--- config.mk ---
export PLATFORM = sky130hd
export DESIGN_NAME = vtd_mul
export DESIGN_NICKNAME = d
export VERILOG_FILES = /design/src/hw/rtl/vtd_pkg.sv /design/src/hw/rtl/vtd_mul.sv
export SDC_FILE = /design/constraint.sdc
export NUM_CORES = 2
export LEC_CHECK = 0
export ABC_CLOCK_PERIOD_IN_PS = 12100
export BUFFER_PORTS_ARGS = -buffer_cell sky130_fd_sc_hd__buf_2
export CAP_MARGIN = 0
export CORE_AREA = 4 4 247 429
export DETAILED_ROUTE_END_ITERATION = 10
export DIE_AREA = 0 0 251 433
export GPL_ROUTABILITY_DRIVEN = 0
export GPL_TIMING_DRIVEN = 0
export MAX_ROUTING_LAYER = met4
export PLACE_DENSITY = 0.54
export SLEW_MARGIN = 20
export SYNTH_ARGS = -nofsm -noshare
export SYNTH_HDL_FRONTEND = slang
export SYNTH_SLANG_ARGS = --single-unit
export TNS_END_PERCENT = 1
--- constraint.sdc ---
create_clock -name clk -period 12.1 [get_ports clk]
set_input_delay 1.21 -clock clk [delete_from_list [all_inputs] [get_ports clk]]
set_output_delay 1.21 -clock clk [all_outputs]
set_load 0.01 [all_outputs]
--- src/hw/rtl/vtd_pkg.sv ---
// Package: shared constants and the fixed-point multiply function for the Viterbi tag decoder.
`default_nettype none
package vtd_pkg;
    localparam int NUM_TAGS_DEF  = 64;
    localparam int MAX_HYPS_DEF  = 16;
    localparam int MAX_WORDS_DEF = 32;
    localparam int TINY_LSB_DEF  = 1;

    localparam int OP_W       = 2;
    localparam int TAG_W      = 6;
    localparam int SCORE_W    = 32;
    localparam int WIDX_W     = 5;

    localparam logic [OP_W-1:0] OP_LOAD_TRANS = 2'd0;
    localparam logic [OP_W-1:0] OP_LOAD_INIT  = 2'd1;
    localparam logic [OP_W-1:0] OP_HYP        = 2'd2;

    // Fixed-point fraction product, truncated.
    function automatic logic [SCORE_W-1:0] fx_mul(input logic [SCORE_W-1:0] a,
                                                  input logic [SCORE_W-1:0] b);
        logic [2*SCORE_W-1:0] p;
        p = {{SCORE_W{1'b0}}, a} * {{SCORE_W{1'b0}}, b};
        return p[2*SCORE_W-1:SCORE_W];
    endfunction
endpackage
`default_nettype wire

--- src/hw/rtl/vtd_mul.sv ---
// Shared registered fixed-point multiplier with add-tiny saturation option.
`default_nettype none
module vtd_mul
    import vtd_pkg::*;
#(
    parameter int TINY_LSB = TINY_LSB_DEF
)
(
    input  wire logic               clk,
    input  wire logic [SCORE_W-1:0] a,
    input  wire logic [SCORE_W-1:0] b,
    input  wire logic               add_tiny,
    output logic      [SCORE_W-1:0] q
);
    logic [SCORE_W-1:0] prod;
    logic [SCORE_W:0]   sum;
    logic [SCORE_W-1:0] q_next;

    always_comb
    begin
        prod = fx_mul(a, b);
        sum = {1'b0, prod} + (SCORE_W+1)'(TINY_LSB);
        if (!add_tiny)
            q_next = prod;
        else if (sum[SCORE_W])
            q_next = {SCORE_W{1'b1}};
        else
            q_next = sum[SCORE_W-1:0];
    end

    always_ff @(posedge clk)
    begin
        q <= q_next;
    end
endmodule
`default_nettype wire

==> flow_metrics.tcl <==
set metrics [dict create \
    pre_cts_slack_ps 148.5 \
    ios 98 \
    grt_pass1_wl_um 213700 \
    die_y_um 433 \
    dp_cells 5475 \
    post_cts_buffers 0 \
    cp_num_buf_inv 6 \
    wl_met3_um 9184 \
    ff_latch_area_um2 640.6 \
    setup_tns_ps 0 \
    synth-edff-count 0 \
    ys_ff_latch 32 \
    drv_cap 0 \
    overflow 0 \
    wl_met1_um 46750 \
    fin_cells 5497 \
    viasPerCell 5.418 \
    final_cell_mix "895 x fa_1, 870 x inv_1, 594 x and2_1" \
    ys_warn_count 0 \
    grt_pass1_vias 32280 \
    hold_start "add_tiny" \
    die-area_um2 108700 \
    area.growth.synth_to_final_pct 6.640 \
    cts_tree "done" \
    syn_inst 4044 \
    rsz0062_at_grt "false" \
    multi_input_area_um2 30840 \
    cp_max_fo 11 \
    clk_pin_slew_ps 50 \
    cts_made_buffers 5 \
    setup_slack_ps 553.2 \
    slowest_delay_ps 930 \
    drt_iter0_drc 2342 \
    path_common_cell "fa_1" \
    worst_setup_path_start_kind "input port" \
    max_clock_freq_mhz 86.60 \
    syn_area_per_cell_um2 8.806 \
    ys_seq_area_frac 0.01799 \
    synth_area_leaders "fa_1 50%, and2_1 10%, ha_1 9.2%, inv_1 9.2%, nand2_1 5.8%" \
    clkSinkCount 32 \
    critPathArrivalTime_ps 11690 \
    dr_total_vias 29780 \
    setup-violations-final 0 \
    drive_gt1_frac 0.03496 \
    cts-resized-gates 0 \
    synth_area_um2 35610 \
    path_delay_family "adder cells" \
    netlist.area_leader.share 0.5031 \
    hold_class "in -> reg" \
    layout_commonest_cell "fa_1" \
    largest_registers "q: 32 flops" \
    largest_reg_flops 32 \
    slowest_stage "clkbuf_1" \
    cp.required_ps 12240 \
    fin_crit_ps 11550 \
    wl_um 148500 \
    die_w_um 251 \
    grt_max_degree 11 \
    htreeDepth 2 \
    postRouteAntennaNets 0 \
    grt_util_all_layers 0.2806 \
    root_buffer "clkbuf_16" \
    maxSlewHeadroom 0.1435 \
    fin_nets 5370 \
    antenna_found_initial 19 \
    placementRows 155 \
    core_um2 102200 \
    hold_ws_ps 1215 \
    critical_path_class "in -> reg" \
    dr.max_layer_used "met4" \
    route.detailed.drc 0 \
    wl_per_cell_um 27.02 \
    port_buffers 97 \
    synth_cell_type_count 77 \
    end_kind "flip-flop" \
    holdBufCountCts 0 \
    syn-num-nets 5266 \
    n_fill_cell 10640 \
    worstMarginPinSlew_ps 1285 \
    initial_core_util 0.3484 \
    synth_ff_type "dfxtp_1" \
    largest-register "q" \
    drt_pass1_iterations 8 \
    clockBufferDepth 2 \
    async_reset_ff_frac 0 \
    hold_violations 0 \
    fin_crit_sh 0.9543 \
    cp-startpoint "b[12]" \
    dr_wl_met2_um 72700 \
    dp_hpwl_um 127700 \
    min_path_cells 2 \
    yosys.area.top_type "fa_1" \
    slew_viol_final 0 \
    cp_num_cells 27 \
    status "finished clean" \
]
[cell families after synthesis]
kind of cell             synth area share
XOR/XNOR                         0.008081
multiplexers                     0.003619
AND/OR/NAND/NOR                    0.2057
buffers and inverters              0.1162
flip-flops                        0.01799
adder cells (fa/ha/maj)            0.5948
AO/OA/AOI/OAI                     0.05358
[cell type report]
type,count,area share
Antenna cell,15,0.0009884
Buffer,224,0.02333
Clock buffer,7,0.004019
Inverter,870,0.08599
Multi-Input combinational cell,2918,0.8121
Sequential cell,32,0.01687
Tap cell,1334,0.04395
Timing Repair Buffer,97,0.01278
[cell usage after synthesis, types with 5 or more instances]
library cell	n
nor3_1	28
a211oi_1	13
xnor2_1	22
a21oi_1	94
ha_1	261
and4_1	9
o21ai_0	74
and3_1	11
nor2_1	85
xor2_1	9
nand4_1	44
o31ai_1	7
nand2b_1	6
clkbuf_1	214
o21a_1	10
or3_1	5
fa_1	895
nor2b_1	6
o211a_1	6
a31oi_1	10
nand4b_1	6
nor4_1	16
mux2i_1	5
inv_1	870
o21bai_1	7
o211ai_1	13
and2_1	594
mux2_2	7
dfxtp_1	32
a21o_1	10
nand3_1	28
nand2_1	551
a221oi_1	6
a21boi_0	6
[routing by layer]
metal,GRT usage,up-vias
met4,0.2721,0
li1,-,12300
met2,0.4729,1504
met1,0.2776,15230
met3,0.03322,746
met5,-,-
[worst paths after layout]
path,slack [ps],endpoint
setup / recovery,550,q[29]
hold / removal,1210,q[1]
[per-stage QoR]
| step | area, um2 | utilization |
|---|---|---|
| 2_1_floorplan | 35610 | - |
| 3_5_place_dp | 37770 | 0.3696 |
| 3_3_place_gp | 37770 | 0.3695 |
| 4_1_cts | 37920 | 0.3710 |
| 6_report | 37980 | 0.3716 |
| 5_1_grt | 37970 | 0.3715 |
Power is left out: the tool's default activity adds up to more than one toggle a clock period on the data nets, which glitch-free logic cannot reach.
